**config.mk**
```make
export PLATFORM = sky130hd
export DESIGN_NAME = pose_time_interpolator_core
export DESIGN_NICKNAME = d
export VERILOG_FILES = /design/src/rtl/pti_pkg.sv /design/src/rtl/pti_ram.sv /design/src/rtl/pti_muldiv.sv /design/src/rtl/pose_time_interpolator_core.sv
export SDC_FILE = /design/constraint.sdc
export NUM_CORES = 2
export LEC_CHECK = 0
export BUFFER_PORTS_ARGS = -buffer_cell sky130_fd_sc_hd__buf_2
export CAP_MARGIN = 20
export CELL_PAD_IN_SITES_DETAIL_PLACEMENT = 1
export CELL_PAD_IN_SITES_GLOBAL_PLACEMENT = 2
export CORE_AREA = 3 3 536 538
export DETAILED_ROUTE_END_ITERATION = 12
export DIE_AREA = 0 0 539 541
export PLACE_DENSITY_LB_ADDON = 0.1
export SLEW_MARGIN = 15
export SYNTH_ARGS = -nofsm -noshare
export SYNTH_HDL_FRONTEND = slang
export SYNTH_HIERARCHICAL = 1
export SYNTH_SLANG_ARGS = --single-unit
```
**constraint.sdc**
```tcl
create_clock -name clk_i -period 24.7 [get_ports clk_i]
set_input_delay 1.235 -clock clk_i [delete_from_list [all_inputs] [get_ports clk_i]]
set_output_delay 1.235 -clock clk_i [all_outputs]
set_load 0.03 [all_outputs]
```
**src/rtl/pti_pkg.sv**
```systemverilog
// Shared types and constants for the pose time interpolator.
// No dependencies; used by pti_muldiv and pose_time_interpolator_core.
package pti_pkg;

  localparam int QUEUE_DEPTH = 16;

  localparam int TW   = 32;               // stamp width
  localparam int PW   = 32;               // position width
  localparam int HW   = 19;               // stored heading width
  localparam int OHW  = 21;               // output heading width
  localparam int RECW = TW + 2 * PW + HW; // one sample: t, x, y, heading
  localparam int VW   = 35;               // signed working value width
  localparam int MW   = VW - 1;           // magnitude of a value difference
  localparam int DTW  = TW + 1;           // signed stamp difference width
  localparam int QW   = 36;               // quotient width before capping
  localparam int SW   = QW + 2;           // width of the final sum

  localparam logic [15:0] THRESH_RST = 16'd7;

  localparam logic signed [VW-1:0] YAW_HALF_PI       = VW'(102944);
  localparam logic signed [VW-1:0] YAW_THREE_HALF_PI = VW'(308831);
  localparam logic signed [VW-1:0] YAW_TWO_PI        = VW'(411775);

  localparam logic OP_PUSH  = 1'b0;
  localparam logic OP_QUERY = 1'b1;
  localparam logic ST_OK    = 1'b0;
  localparam logic ST_EMPTY = 1'b1;

  typedef struct packed {
    logic [MW-1:0]  a;   // |dv|
    logic [DTW-1:0] b;   // |dt|
    logic [DTW-1:0] s;   // |span|
  } md_req_t;

  typedef struct packed {
    logic busy;
    logic done;
  } md_stat_t;

endpackage

```
**src/rtl/pti_ram.sv**
```systemverilog
// Generic single-write, single-read RAM with registered read data.
// No dependencies.
module pti_ram #(
  parameter int WIDTH = 8,
  parameter int DEPTH = 16
) (
  input  logic                     clk_i,
  input  logic                     we_i,
  input  logic [$clog2(DEPTH)-1:0] waddr_i,
  input  logic [WIDTH-1:0]         wdata_i,
  input  logic                     re_i,
  input  logic [$clog2(DEPTH)-1:0] raddr_i,
  output logic [WIDTH-1:0]         rdata_o
);

  logic [WIDTH-1:0] mem_q [DEPTH];

  always_ff @(posedge clk_i) begin
    if (we_i) begin
      mem_q[waddr_i] <= wdata_i;
    end
    if (re_i) begin
      rdata_o <= mem_q[raddr_i];
    end
  end

endmodule

```
**src/rtl/pti_muldiv.sv**
```systemverilog
// Sequential unit: shift-add multiply |dv|*|dt|, then restoring divide of
// (2p + s) by 2s, quotient capped at 2^(QW-1). Depends on pti_pkg.
module pti_muldiv (
  input  logic                    clk_i,
  input  logic                    rst_ni,
  input  logic                    start_i,
  input  pti_pkg::md_req_t        req_i,
  output pti_pkg::md_stat_t       stat_o,
  output logic [pti_pkg::QW-1:0]  q_o
);

  localparam int AW  = pti_pkg::MW + pti_pkg::DTW;  // product width
  localparam int NW  = AW + 1;                      // numerator width
  localparam int RW  = pti_pkg::DTW + 1;            // remainder / divisor width
  localparam int CNW = $clog2(NW);

  typedef enum logic [1:0] {S_IDLE, S_MUL, S_DIV, S_DONE} state_e;

  state_e                  state_q, state_d;
  logic [CNW-1:0]          cnt_q, cnt_d;
  logic [pti_pkg::MW-1:0]  a_q, a_d;
  logic [pti_pkg::DTW-1:0] b_q, b_d;
  logic [pti_pkg::DTW-1:0] s_q, s_d;
  logic [AW-1:0]           acc_q, acc_d;
  logic [NW-1:0]           num_q, num_d;
  logic [RW-1:0]           rem_q, rem_d;
  logic [pti_pkg::QW-1:0]  qt_q, qt_d;
  logic                    sat_q, sat_d;
  logic [RW:0]             rem_sh;
  logic [RW:0]             den;

  always_comb begin
    state_d = state_q;
    cnt_d   = cnt_q;
    a_d     = a_q;
    b_d     = b_q;
    s_d     = s_q;
    acc_d   = acc_q;
    num_d   = num_q;
    rem_d   = rem_q;
    qt_d    = qt_q;
    sat_d   = sat_q;
    rem_sh  = {rem_q, num_q[NW-1]};
    den     = {1'b0, s_q, 1'b0};
    case (state_q)
      S_IDLE: begin
        if (start_i) begin
          a_d     = req_i.a;
          b_d     = req_i.b;
          s_d     = req_i.s;
          acc_d   = '0;
          cnt_d   = CNW'(pti_pkg::DTW - 1);
          state_d = S_MUL;
        end
      end
      S_MUL: begin
        acc_d = {acc_q[AW-2:0], 1'b0} + (b_q[pti_pkg::DTW-1] ? AW'(a_q) : '0);
        b_d   = {b_q[pti_pkg::DTW-2:0], 1'b0};
        cnt_d = cnt_q - 1'b1;
        if (cnt_q == '0) begin
          num_d   = {acc_d, 1'b0} + NW'(s_q);
          rem_d   = '0;
          qt_d    = '0;
          sat_d   = 1'b0;
          cnt_d   = CNW'(NW - 1);
          state_d = S_DIV;
        end
      end
      S_DIV: begin
        sat_d = sat_q | qt_q[pti_pkg::QW-1];
        if (rem_sh >= den) begin
          rem_d = RW'(rem_sh - den);
          qt_d  = {qt_q[pti_pkg::QW-2:0], 1'b1};
        end else begin
          rem_d = RW'(rem_sh);
          qt_d  = {qt_q[pti_pkg::QW-2:0], 1'b0};
        end
        num_d = {num_q[NW-2:0], 1'b0};
        cnt_d = cnt_q - 1'b1;
        if (cnt_q == '0) begin
          state_d = S_DONE;
        end
      end
      S_DONE: begin
        state_d = S_IDLE;
      end
      default: begin
        state_d = S_IDLE;
      end
    endcase
  end

  always_ff @(posedge clk_i or negedge rst_ni) begin
    if (!rst_ni) begin
      state_q <= S_IDLE;
      cnt_q   <= '0;
      sat_q   <= 1'b0;
    end else begin
      state_q <= state_d;
      cnt_q   <= cnt_d;
      sat_q   <= sat_d;
    end
  end

  always_ff @(posedge clk_i) begin
    a_q   <= a_d;
    b_q   <= b_d;
    s_q   <= s_d;
    acc_q <= acc_d;
    num_q <= num_d;
    rem_q <= rem_d;
    qt_q  <= qt_d;
  end

  assign stat_o.busy = (state_q != S_IDLE);
  assign stat_o.done = (state_q == S_DONE);
  assign q_o = (sat_q || qt_q[pti_pkg::QW-1]) ? {1'b1, {(pti_pkg::QW-1){1'b0}}} : qt_q;

endmodule

```
**src/rtl/pose_time_interpolator_core.sv**
```systemverilog
// Pose time interpolator top level: sample queue in RAM, bracket scan and
// per-channel interpolation. Depends on pti_pkg, pti_ram, pti_muldiv.
//
// A push request (tuser 0) is stored in the sample queue; when the queue is
// full the oldest sample is dropped. A query request (tuser 1) walks the queue
// once, one RAM read per cycle, then works x, y and heading in turn through
// one shared multiply/divide unit; a channel takes a shortcut for equal values
// or a change below the threshold, equal bracket times, or a query stamp equal
// to the lower stamp. A query on an empty queue answers with status set and
// zero data. A new request is taken while the previous result still waits on
// the output register.
module pose_time_interpolator_core #(
  parameter int QUEUE_DEPTH = pti_pkg::QUEUE_DEPTH
) (
  input  logic         clk_i,
  input  logic         rst_ni,
  input  logic         cfg_we_i,
  input  logic [15:0]  cfg_wdata_i,     // equal_threshold
  input  logic         s_axis_tvalid,
  output logic         s_axis_tready,
  input  logic [119:0] s_axis_tdata,    // stamp, pos_x, pos_y, heading, zero pad
  input  logic         s_axis_tuser,    // opcode
  output logic         m_axis_tvalid,
  input  logic         m_axis_tready,
  output logic [87:0]  m_axis_tdata     // interp_x, interp_y, interp_heading, status, pad
);

  localparam int AW   = $clog2(QUEUE_DEPTH);
  localparam int CW   = $clog2(QUEUE_DEPTH + 1);
  localparam int RECW = pti_pkg::RECW;
  localparam int VW   = pti_pkg::VW;
  localparam int SW   = pti_pkg::SW;
  localparam int PW   = pti_pkg::PW;
  localparam int TW   = pti_pkg::TW;
  localparam int DTW  = pti_pkg::DTW;
  localparam logic [CW-1:0] FULL = CW'(QUEUE_DEPTH);
  localparam logic signed [SW-1:0] P_HI = SW'(64'sd2147483647);
  localparam logic signed [SW-1:0] P_LO = -SW'(64'sd2147483648);
  localparam logic signed [SW-1:0] H_HI = SW'(64'sd1048575);
  localparam logic signed [SW-1:0] H_LO = -SW'(64'sd1048576);

  typedef enum logic [2:0] {S_IDLE, S_SCAN, S_PREP, S_WAIT, S_DONE} state_e;

  function automatic logic [AW-1:0] ptr_inc(input logic [AW-1:0] p);
    ptr_inc = (p == AW'(QUEUE_DEPTH - 1)) ? '0 : p + 1'b1;
  endfunction

  function automatic logic [PW-1:0] sat_val(input logic signed [SW-1:0] v,
                                            input logic is_h);
    logic signed [SW-1:0] hi;
    logic signed [SW-1:0] lo;
    hi = is_h ? H_HI : P_HI;
    lo = is_h ? H_LO : P_LO;
    if (v > hi) sat_val = PW'(hi);
    else if (v < lo) sat_val = PW'(lo);
    else sat_val = PW'(v);
  endfunction

  state_e            state_q, state_d;
  logic [CW-1:0]     count_q, count_d;
  logic [AW-1:0]     head_q, head_d;
  logic [15:0]       thr_q;
  logic [RECW-1:0]   lower_q, lower_d, upper_q, upper_d;
  logic [TW-1:0]     stamp_q, stamp_d;
  logic [CW-1:0]     iss_q, iss_d;
  logic [AW-1:0]     ptr_q, ptr_d;
  logic              rd_vld_q, rd_vld_d;
  logic              up_found_q, up_found_d;
  logic [1:0]        ch_q, ch_d;
  logic [PW-1:0]     res_q [3];
  logic [PW-1:0]     res_d [3];
  logic              neg_q, neg_d;
  logic              status_q, status_d;
  logic              out_vld_q, out_vld_d;
  logic [87:0]       out_data_q, out_data_d;

  logic              s_fire;
  logic              we;
  logic [AW-1:0]     waddr;
  logic [AW:0]       wsum;
  logic              re;
  logic [RECW-1:0]   rd_data;
  logic [RECW-1:0]   in_rec;

  logic signed [VW-1:0]  v1, v2, h1, h2, dv;
  logic signed [DTW-1:0] dt, span;
  logic [pti_pkg::MW-1:0] dvm;
  logic [TW-1:0]     t1, t2;
  logic              is_h;
  logic              md_start;
  pti_pkg::md_req_t  md_req;
  pti_pkg::md_stat_t md_stat;
  logic [pti_pkg::QW-1:0] md_q;
  logic signed [SW-1:0] v1_ext, v2_ext, fin;

  assign s_fire        = s_axis_tvalid && s_axis_tready;
  assign s_axis_tready = (state_q == S_IDLE);
  assign in_rec        = s_axis_tdata[RECW-1:0];
  assign wsum          = {1'b0, head_q} + (AW + 1)'(count_q);
  assign we            = s_fire && (s_axis_tuser == pti_pkg::OP_PUSH);
  always_comb begin
    if (count_q == FULL) waddr = head_q;
    else if (wsum >= (AW + 1)'(QUEUE_DEPTH)) waddr = AW'(wsum - (AW + 1)'(QUEUE_DEPTH));
    else waddr = AW'(wsum);
  end
  assign re = (state_q == S_SCAN) && (iss_q != count_q);

  pti_ram #(.WIDTH(RECW), .DEPTH(QUEUE_DEPTH)) u_ram (
    .clk_i   (clk_i),
    .we_i    (we),
    .waddr_i (waddr),
    .wdata_i (in_rec),
    .re_i    (re),
    .raddr_i (ptr_q),
    .rdata_o (rd_data)
  );

  // channel operands
  assign t1   = lower_q[TW-1:0];
  assign t2   = upper_q[TW-1:0];
  assign is_h = (ch_q == 2'd2);
  always_comb begin
    h1 = VW'(lower_q[RECW-1 -: pti_pkg::HW]);
    h2 = VW'(upper_q[RECW-1 -: pti_pkg::HW]);
    if (h1 > pti_pkg::YAW_THREE_HALF_PI && h2 > 0 && h2 < pti_pkg::YAW_HALF_PI)
      h2 = h2 + pti_pkg::YAW_TWO_PI;
    else if (h1 < pti_pkg::YAW_HALF_PI && h2 < pti_pkg::YAW_TWO_PI &&
             h2 > pti_pkg::YAW_THREE_HALF_PI)
      h2 = h2 - pti_pkg::YAW_TWO_PI;
    case (ch_q)
      2'd0: begin
        v1 = VW'(signed'(lower_q[TW +: PW]));
        v2 = VW'(signed'(upper_q[TW +: PW]));
      end
      2'd1: begin
        v1 = VW'(signed'(lower_q[TW + PW +: PW]));
        v2 = VW'(signed'(upper_q[TW + PW +: PW]));
      end
      default: begin
        v1 = h1;
        v2 = h2;
      end
    endcase
  end
  assign dv     = v2 - v1;
  assign dvm    = dv[VW-1] ? pti_pkg::MW'(-dv) : pti_pkg::MW'(dv);
  assign dt     = signed'({1'b0, stamp_q}) - signed'({1'b0, t1});
  assign span   = signed'({1'b0, t2}) - signed'({1'b0, t1});
  assign v1_ext = SW'(v1);
  assign v2_ext = SW'(v2);
  assign fin    = neg_q ? v1_ext - signed'(SW'(md_q)) : v1_ext + signed'(SW'(md_q));

  assign md_req.a = dvm;
  assign md_req.b = dt[DTW-1] ? DTW'(-dt) : DTW'(dt);
  assign md_req.s = span[DTW-1] ? DTW'(-span) : DTW'(span);

  pti_muldiv u_muldiv (
    .clk_i   (clk_i),
    .rst_ni  (rst_ni),
    .start_i (md_start),
    .req_i   (md_req),
    .stat_o  (md_stat),
    .q_o     (md_q)
  );

  always_comb begin
    state_d    = state_q;
    count_d    = count_q;
    head_d     = head_q;
    lower_d    = lower_q;
    upper_d    = upper_q;
    stamp_d    = stamp_q;
    iss_d      = iss_q;
    ptr_d      = ptr_q;
    rd_vld_d   = 1'b0;
    up_found_d = up_found_q;
    ch_d       = ch_q;
    res_d      = res_q;
    neg_d      = neg_q;
    status_d   = status_q;
    out_vld_d  = out_vld_q && !m_axis_tready;
    out_data_d = out_data_q;
    md_start   = 1'b0;
    case (state_q)
      S_IDLE: begin
        if (s_fire && s_axis_tuser == pti_pkg::OP_PUSH) begin
          if (count_q == FULL) head_d = ptr_inc(head_q);
          else count_d = count_q + 1'b1;
          lower_d = upper_q;
          upper_d = in_rec;
        end else if (s_fire) begin
          stamp_d = in_rec[TW-1:0];
          if (count_q == '0) begin
            status_d = pti_pkg::ST_EMPTY;
            res_d    = '{default: '0};
            state_d  = S_DONE;
          end else begin
            iss_d      = '0;
            ptr_d      = head_q;
            up_found_d = 1'b0;
            state_d    = S_SCAN;
          end
        end
      end
      S_SCAN: begin
        if (re) begin
          ptr_d    = ptr_inc(ptr_q);
          iss_d    = iss_q + 1'b1;
          rd_vld_d = 1'b1;
        end
        if (rd_vld_q) begin
          if (rd_data[TW-1:0] <= stamp_q) lower_d = rd_data;
          if (!up_found_q && rd_data[TW-1:0] >= stamp_q) begin
            upper_d    = rd_data;
            up_found_d = 1'b1;
          end
        end else if (!re) begin
          count_d  = '0;
          head_d   = '0;
          ch_d     = '0;
          status_d = pti_pkg::ST_OK;
          state_d  = S_PREP;
        end
      end
      S_PREP: begin
        if (dvm < pti_pkg::MW'(thr_q) || t1 == t2) begin
          res_d[ch_q] = sat_val(v2_ext, is_h);
          ch_d        = ch_q + 1'b1;
          if (is_h) state_d = S_DONE;
        end else if (dv == '0 || dt == '0) begin
          res_d[ch_q] = sat_val(v1_ext, is_h);
          ch_d        = ch_q + 1'b1;
          if (is_h) state_d = S_DONE;
        end else begin
          md_start = 1'b1;
          neg_d    = (dv[VW-1] ^ dt[DTW-1]) ^ span[DTW-1];
          state_d  = S_WAIT;
        end
      end
      S_WAIT: begin
        if (md_stat.done) begin
          res_d[ch_q] = sat_val(fin, is_h);
          ch_d        = ch_q + 1'b1;
          state_d     = is_h ? S_DONE : S_PREP;
        end
      end
      S_DONE: begin
        if (!out_vld_q || m_axis_tready) begin
          out_vld_d  = 1'b1;
          out_data_d = {2'b00, status_q, res_q[2][pti_pkg::OHW-1:0], res_q[1], res_q[0]};
          state_d    = S_IDLE;
        end
      end
      default: begin
        state_d = S_IDLE;
      end
    endcase
  end

  always_ff @(posedge clk_i or negedge rst_ni) begin
    if (!rst_ni) begin
      state_q    <= S_IDLE;
      count_q    <= '0;
      head_q     <= '0;
      thr_q      <= pti_pkg::THRESH_RST;
      lower_q    <= '0;
      upper_q    <= '0;
      iss_q      <= '0;
      ptr_q      <= '0;
      rd_vld_q   <= 1'b0;
      up_found_q <= 1'b0;
      ch_q       <= '0;
      out_vld_q  <= 1'b0;
      out_data_q <= '0;
    end else begin
      state_q    <= state_d;
      count_q    <= count_d;
      head_q     <= head_d;
      if (cfg_we_i) thr_q <= cfg_wdata_i;
      lower_q    <= lower_d;
      upper_q    <= upper_d;
      iss_q      <= iss_d;
      ptr_q      <= ptr_d;
      rd_vld_q   <= rd_vld_d;
      up_found_q <= up_found_d;
      ch_q       <= ch_d;
      out_vld_q  <= out_vld_d;
      out_data_q <= out_data_d;
    end
  end

  always_ff @(posedge clk_i) begin
    stamp_q    <= stamp_d;
    res_q      <= res_d;
    neg_q      <= neg_d;
    status_q   <= status_d;
  end

  assign m_axis_tvalid = out_vld_q;
  assign m_axis_tdata  = out_data_q;

  a_count_bound: assert property (@(posedge clk_i) disable iff (!rst_ni)
    count_q <= FULL) else $error("queue count above depth");

  a_md_idle_start: assert property (@(posedge clk_i) disable iff (!rst_ni)
    md_start |-> !md_stat.busy) else $error("divider started while busy");

  a_empty_zero: assert property (@(posedge clk_i) disable iff (!rst_ni)
    (m_axis_tvalid && m_axis_tdata[85] == pti_pkg::ST_EMPTY) |-> m_axis_tdata[84:0] == '0)
    else $error("empty status with nonzero pose");

  a_scan_clears: assert property (@(posedge clk_i) disable iff (!rst_ni)
    (state_q == S_SCAN && state_d == S_PREP) |=> count_q == '0 && head_q == '0)
    else $error("queue not cleared after scan");

endmodule

```
* Word-level counts from Yosys, hierarchy flattened
Memory sizes are Yosys's and may differ from the RTL's. A register that Yosys moved wholly into a read port is not among the register bits.
Index checks and enable logic that the tools add are counted.
** Storage, ports and cells
- Bits in writable memories :: 1840
- Register bits after elaboration :: 802
- Output and inout port bits :: 90
- Memories :: 1
** Memory list
- u_ram.mem_q :: words 16, bits a word 115, rd ports 1, clocked after memory_dff 1, write ports 1, RTL line pti_ram.sv:16 : logic [WIDTH-1:0] mem_q [DEPTH];
** Cells by class
- Bitwise logic cells :: 8
- Reduce and logical (&&, ||, !) cells :: 48
- Eq/ne operators :: 33
- Order comparisons :: 19
- Muxes and demuxes :: 129
- Add/subtract/negate cells :: 21
** Operators by type and width (count)
- 115-bit two-way mux :: 6
- 96-bit two-way mux :: 6
- 32-bit two-way mux :: 15
- 115-bit one-hot mux with 2 select lines :: 2
- 96-bit bitwise mux :: 3
- 96-bit one-hot mux with 3 select lines :: 1
- 35-bit one-hot mux with 2 select lines :: 2
- 34-bit two-way mux :: 4
- 68-bit one-hot mux with 2 select lines :: 1
- 66-bit one-hot mux with 2 select lines :: 1
- 36-bit two-way mux :: 2
- 36-bit one-hot mux with 2 select lines :: 1
- 35-bit by 32-bit > comparator with 1-bit output :: 2
- 35-bit by 32-bit less-than comparator with 1-bit output :: 2
- 35-bit two-way mux :: 2
- 68-bit by 33-bit adder with 68-bit output :: 1
- 68-bit two-way mux :: 1
- 34-bit one-hot mux with 2 select lines :: 1
- 67-bit by 34-bit adder with 67-bit output :: 1
- 33-bit two-way mux :: 2
- 66-bit two-way mux :: 1
- 33-bit negation :: 2
- 33-bit one-hot mux with 2 select lines :: 1
- 32-bit by 32-bit subtractor with 33-bit output :: 2
- 74 further kinds :: 196

* Logic depth before layout (Yosys ltp)
- Word-level depth :: 17
- Depth in mapped cells :: 44
- Mapped depth without buffers :: 39

* By module
The synthesis kept the hierarchy.
** Modules (own cells, without submodules)
- pti_ram :: times used 1, cells an instance 2940, area each 72235.5 µm²
- pose_time_interpolator_core :: times used 1, cells an instance 4522, area each 37498.5 µm²
- pti_muldiv :: times used 1, cells an instance 1939, area each 19995.4 µm²

* Worst setup path before layout
No wires, ideal clock.
- Path kind :: register -> register
- Start point :: register upper_q[105]
- End point :: register res_q[0] (netlist name) (enable)
- Period minus slack after synthesis :: 21973 ps
- Path buffers :: 7
- Cell stages (with the launch flop) :: 38
- Arrival time :: 20993 ps
- Required time :: 23720 ps
- Path slack :: 2727 ps
- Path through :: dfrtp_1 -> clkbuf_1 -> nand2_1 -> or4_1 -> o31ai_1 -> and4_1 -> clkbuf_1 -> buf_2 -> nand2_1 -> a31oi_1 -> clkbuf_1 -> a221o_1 -> ha_1 -> clkbuf_1 -> nand2_1 -> nor4_1 -> a221o_1 -> nand2_1 -> (+2 left out) -> clkbuf_1 -> nor2_1 -> xor2_1 -> ha_1 -> a21o_1 -> a21o_1 -> a211o_1 -> a21oi_1 -> o2111ai_1 -> nor4_1 -> a21oi_1 -> o31a_1 -> a211oi_1 -> nand4bb_1 -> a211oi_1 -> nor2_1 -> o2111a_1 -> a2111oi_0
** Between the ends
- Cells in the longest elaborated chain, start to end :: 13
- Elaborated cells between the ends (all ways) :: 22
- Classes of those cells :: add/sub (4); order compare (5); eq/ne (1); mux (4); reduce/logical (8)
** RTL lines
- from (decl) :: RTL line pose_time_interpolator_core.sv:63 : logic [RECW-1:0] lower_q, lower_d, upper_q, upper_d;
- from (signal assigned) :: RTL line pose_time_interpolator_core.sv:281 : upper_q <= upper_d;
- 19-bit less-than comparator :: RTL line pose_time_interpolator_core.sv:127 : else if (h1 < pti_pkg::YAW_HALF_PI && h2 < pti_pkg::YAW_TWO_PI &&
- 1-bit logical AND (2 in a row) :: RTL line pose_time_interpolator_core.sv:127
- 35-bit two-way mux :: RTL line pose_time_interpolator_core.sv:127
- 35-bit two-way mux (*) :: RTL line pose_time_interpolator_core.sv:125 : if (h1 > pti_pkg::YAW_THREE_HALF_PI && h2 > 0 && h2 < pti_pkg::YAW_HALF_PI)
- 35-bit one-hot mux with 2 select lines (*) :: RTL line pose_time_interpolator_core.sv:130 : case (ch_q)
- 35-bit subtractor (*) :: RTL line pose_time_interpolator_core.sv:145 : assign dv = v2 - v1;
- 34-bit negation :: RTL line pose_time_interpolator_core.sv:146 : assign dvm = dv[VW-1] ? pti_pkg::MW'(-dv) : pti_pkg::MW'(dv);
- 34-bit two-way mux (*) :: RTL line pose_time_interpolator_core.sv:146
- named net dvm (one bit) :: RTL line pose_time_interpolator_core.sv:87 : logic [pti_pkg::MW-1:0] dvm;
- 34-bit by 16-bit less-than comparator with 1-bit output (*) :: RTL line pose_time_interpolator_core.sv:226 : if (dvm < pti_pkg::MW'(thr_q) || t1 == t2) begin
- 1-bit logical OR (*) :: RTL line pose_time_interpolator_core.sv:226
- 3-bit != test (no source line) (*)
- 6-bit AND reduction (no source line) (*)
- to (signal assigned) :: RTL line pose_time_interpolator_core.sv:294 : res_q <= res_d;
- to (decl) :: RTL line pose_time_interpolator_core.sv:70 : logic [PW-1:0] res_q [3];
The timed path passes the listed nets; every way through them passes the cells marked *.
A chain may end at the register's enable or synchronous reset.

* Worst setup path in the final report
- Start point :: register lower_q[113]
- End point :: register u_muldiv/b_q[1] (netlist name) (enable)
** Between the ends
- Cells in the longest elaborated chain, start to end :: 15
- Elaborated cells between the ends (all ways) :: 22
- Classes of those cells :: add/sub (2); order compare (3); eq/ne (1); mux (8); reduce/logical (8)
** RTL lines
- from (decl) :: RTL line pose_time_interpolator_core.sv:63
- from (signal assigned) :: RTL line pose_time_interpolator_core.sv:280 : lower_q <= lower_d;
- 19-bit by 17-bit less-than comparator with 1-bit output :: RTL line pose_time_interpolator_core.sv:127
- 1-bit logical AND (2 in a row) :: RTL line pose_time_interpolator_core.sv:127
- 35-bit two-way mux :: RTL line pose_time_interpolator_core.sv:127
- 35-bit two-way mux :: RTL line pose_time_interpolator_core.sv:125
- 35-bit one-hot mux with 2 select lines :: RTL line pose_time_interpolator_core.sv:130
- 35-bit subtractor (*) :: RTL line pose_time_interpolator_core.sv:145
- 34-bit negation :: RTL line pose_time_interpolator_core.sv:146
- 34-bit two-way mux (*) :: RTL line pose_time_interpolator_core.sv:146
- named net dvm (one bit) :: RTL line pose_time_interpolator_core.sv:87
- 34-bit by 16-bit less-than comparator with 1-bit output (*) :: RTL line pose_time_interpolator_core.sv:226
- 1-bit logical OR (*) :: RTL line pose_time_interpolator_core.sv:226
- 1-bit two-way mux (*) :: RTL line pose_time_interpolator_core.sv:226
- 1-bit two-way mux (*) :: RTL line pose_time_interpolator_core.sv:184 : case (state_q)
- named net md_start :: RTL line pose_time_interpolator_core.sv:90 : logic md_start;
- 2-bit != test (no source line) (*)
- 2-bit AND reduction (no source line) (*)
- to (signal assigned) :: RTL line pti_muldiv.sv:107 : b_q <= b_d;
- to (decl) :: RTL line pti_muldiv.sv:22 : logic [pti_pkg::DTW-1:0] b_q, b_d;
Marked as above.

==> flow_summary.ini <==
[placement]
preCtsSetupSlack_ps = 12650
io_port_bufs = 224
place_congestion = 0.8813
place_area_sq_um = 134700
dp_hpwl_um = 253400

[floorplanning]
row_count = 195
ioPinCount = 232
die_y_um = 541
chipWidth_um = 539
core-area_sq_um = 282500
floorplan.die_area_sq_um = 291600
initial_utilization_pct = 45.92

[critical_path]
worst-r2r-setup-slack_ps = 12440
critPathLaunchType = flop
worst-path-max-fanout = 68
rr_worst_depth = 33
critical_path_required_ps = 25180
worstSetupEndpointType = flop
r2r-start = lower_q[113]$_DFFE_PN0P_
timing.critical_path.slowest_stage_cell = buf_4
crit-reg2reg-capture = u_muldiv/b_q[1]$_DFFE_PP_
crit_path_max_incr_delay_ps = 760
critPathKind = reg -> reg
worst_ep_arrival_time_ps = 12740

[logic_synthesis]
synthArstFlopShare_pct = 13.40
post_synth.cell_area_avg_sq_um = 13.80
netlist_top_cells_area = edfxtp_1 55%, mux4_2 8.0%, dfrtp_1 7.0%
post-synth-top-area-cell = edfxtp_1
yosys_warnings = 6
ys_ff_latch = 2746
synth.yosys.seq_area_share_pct = 62.15
post_synth_instance_area_sq_um = 129700
number_of_synthesized_flops_with_an_enable_pin = 2378
synth.distinct_cells = 125
area_share_of_the_largest_cell_type_after_synthesis_pct = 55.04
leading_register_cell_type_out_of_synthesis = edfxtp_1
synthCells = 9401

[global_routing]
grt_pass1_wl_um = 584600
number_of_antenna_violations_at_the_first_check_in_global_routing = 57
grt-ovfl-total = 0
grt_usage_pct = 26.62
grt_pass1_vias = 86876
grt_max_degree = 152

[finish]
area_growth_syn_to_layout_pct = 11.69
most-common-layout-cells = 2378 x edfxtp_1, 807 x a21oi_1, 636 x nand2_1
leading_cell_type_in_the_layout_fill_and_taps_excluded = edfxtp_1
final_nets = 10088
fillCellCount = 27557
fin_area_sq_um = 144900
drive_above_1_share_pct = 15.65

[sta]
post_route_setup_tns_ps = 0
rsz0062_at_grt = no
hold_violation_count_in_the_final_report = 0
post-route-worst-setup-slack_ps = 12440
report.final.slew_viol_count = 0
layout_min_cycle_time_ps = 12260
worst_hold_slack_ps = 338.3
setup-violations-final = 0
timing.fmax_mhz = 81.56
worst_clock_skew_ps = 110.0
slew-limit-headroom_pct = 17.94
tightestPinTransition_ps = 1231
timing.final.crit_share_pct = 49.64

[run_status]
status = completed

[cts]
clkLatencyLatePin_ps = 930
cts.hold.buffers_added = 0
clock_transition_at_the_registers_of_the_reported_paths_ps = 60
cts_setup_buffers = 0
cts_sink_count = 2746
clockBufferDepth = 4
cts-resized-gates = 0
cts_tree = yes
cts_buffers = 306
cts.root.buffer_cell = clkbuf_16
htree_num_levels = 5

[route]
drtPass1Iterations = 5
drc_errors = 0
drtIter0Drc = 7319
avgRoutedWirePerCell_um = 29.03
vias = 83454
drt.antenna.violating_nets = 0
wl_um = 394600
vias_per_cell = 6.139

[job]
max_cap_violations = 0

[hold_path]
hold_class = in -> async
==> worst max-delay path by stage <==
stage                              from                        end  slack [ps]
2_1_floorplan  upper_q[105]$_DFFE_PN0P_         res_q[0]$_DFFE_PP_        2730
3_3_place_gp   upper_q[111]$_DFFE_PN0P_  u_muldiv/b_q[1]$_DFFE_PP_       12770
3_5_place_dp   lower_q[113]$_DFFE_PN0P_  u_muldiv/b_q[1]$_DFFE_PP_       12650
4_1_cts        lower_q[113]$_DFFE_PN0P_  u_muldiv/b_q[2]$_DFFE_PP_       12500
5_1_grt        lower_q[113]$_DFFE_PN0P_  u_muldiv/b_q[8]$_DFFE_PP_       11710
6_report       lower_q[113]$_DFFE_PN0P_  u_muldiv/b_q[1]$_DFFE_PP_       12440
==> critical path, delay by kind of cell, from the launching register on <==
family | cells | cell delay (ps)
compound gates | 15 | 4280
xor+xnor | 2 | 390
fa+ha+maj | 2 | 700
buf+inv | 3 | 1540
flops | 1 | 500
mux | 1 | 200
simple gates | 10 | 4030
==> synth_stat cells (121+ instances only) <==
cell,n
ha_1,363
a22oi_1,261
xnor2_1,245
a21o_1,129
mux2_2,123
inv_1,281
a21oi_1,807
nor3_1,121
nor2_1,525
edfxtp_1,2378
dfrtp_1,365
clkbuf_1,354
nand2_1,636
and2_1,307
mux4_2,460
o21ai_0,414
==> through the flow <==
stage / std cells / utilization, %
after floorplan: 9402 / -
after global placement: 13003 / 47.67
after detailed placement: 13005 / 47.68
after CTS: 13560 / 51.23
after global routing: 13573 / 51.26
final: 13593 / 51.28
==> cell families (layout without fill, tap and decap cells) <==
group,count (synthesis),in the layout,synth area share [%]
flops,2746,2746,62.15
compound gates,2327,2327,11.52
simple gates,2213,2213,8.504
buf+inv,775,1195,2.525
mux,607,607,9.241
fa+ha+maj,371,371,3.624
xor+xnor,361,361,2.437
other cells,1,30,0.002891
==> registers in the layout, summed over array words and instances, names as in the netlist, 33 cells and up <==
register / cells
u_ram/rdata_o: 115
u_ram/mem_q: 1840
upper_q: 115
lower_q: 115
u_muldiv/acc_q: 66
res_q: 85
u_muldiv/b_q: 33
u_muldiv/a_q: 34
m_axis_tdata: 86
u_muldiv/qt_q: 36
u_muldiv/s_q: 33
u_muldiv/num_q: 68
u_muldiv/rem_q: 34
==> layout make-up <==
cell class | instances | area, sq um | area share, %
tap | 3743 | 4683 | 3.232
timing repair buffer | 355 | 2265 | 1.563
inverter | 285 | 1077 | 0.7435
clock inverter | 165 | 1779 | 1.228
multi-input combinational | 5881 | 46120 | 31.83
sequential | 2746 | 80630 | 55.65
antenna | 28 | 70.07 | 0.04836
clock buffer | 390 | 8264 | 5.704
==> layer usage <==
layer | part of all wire [%] | GRT usage (%) | vias up
met2 | 47 | 43.08 | 2527
met5 | 0.051 | 0 | -
met4 | 2.9 | 7.667 | 30
li1 | - | - | 36760
met1 | 44 | 37.91 | 43537
met3 | 6.0 | 3.408 | 600
Power is not shown: default switching activity piles up to over one toggle a cycle in this logic, so the estimate is an artifact.
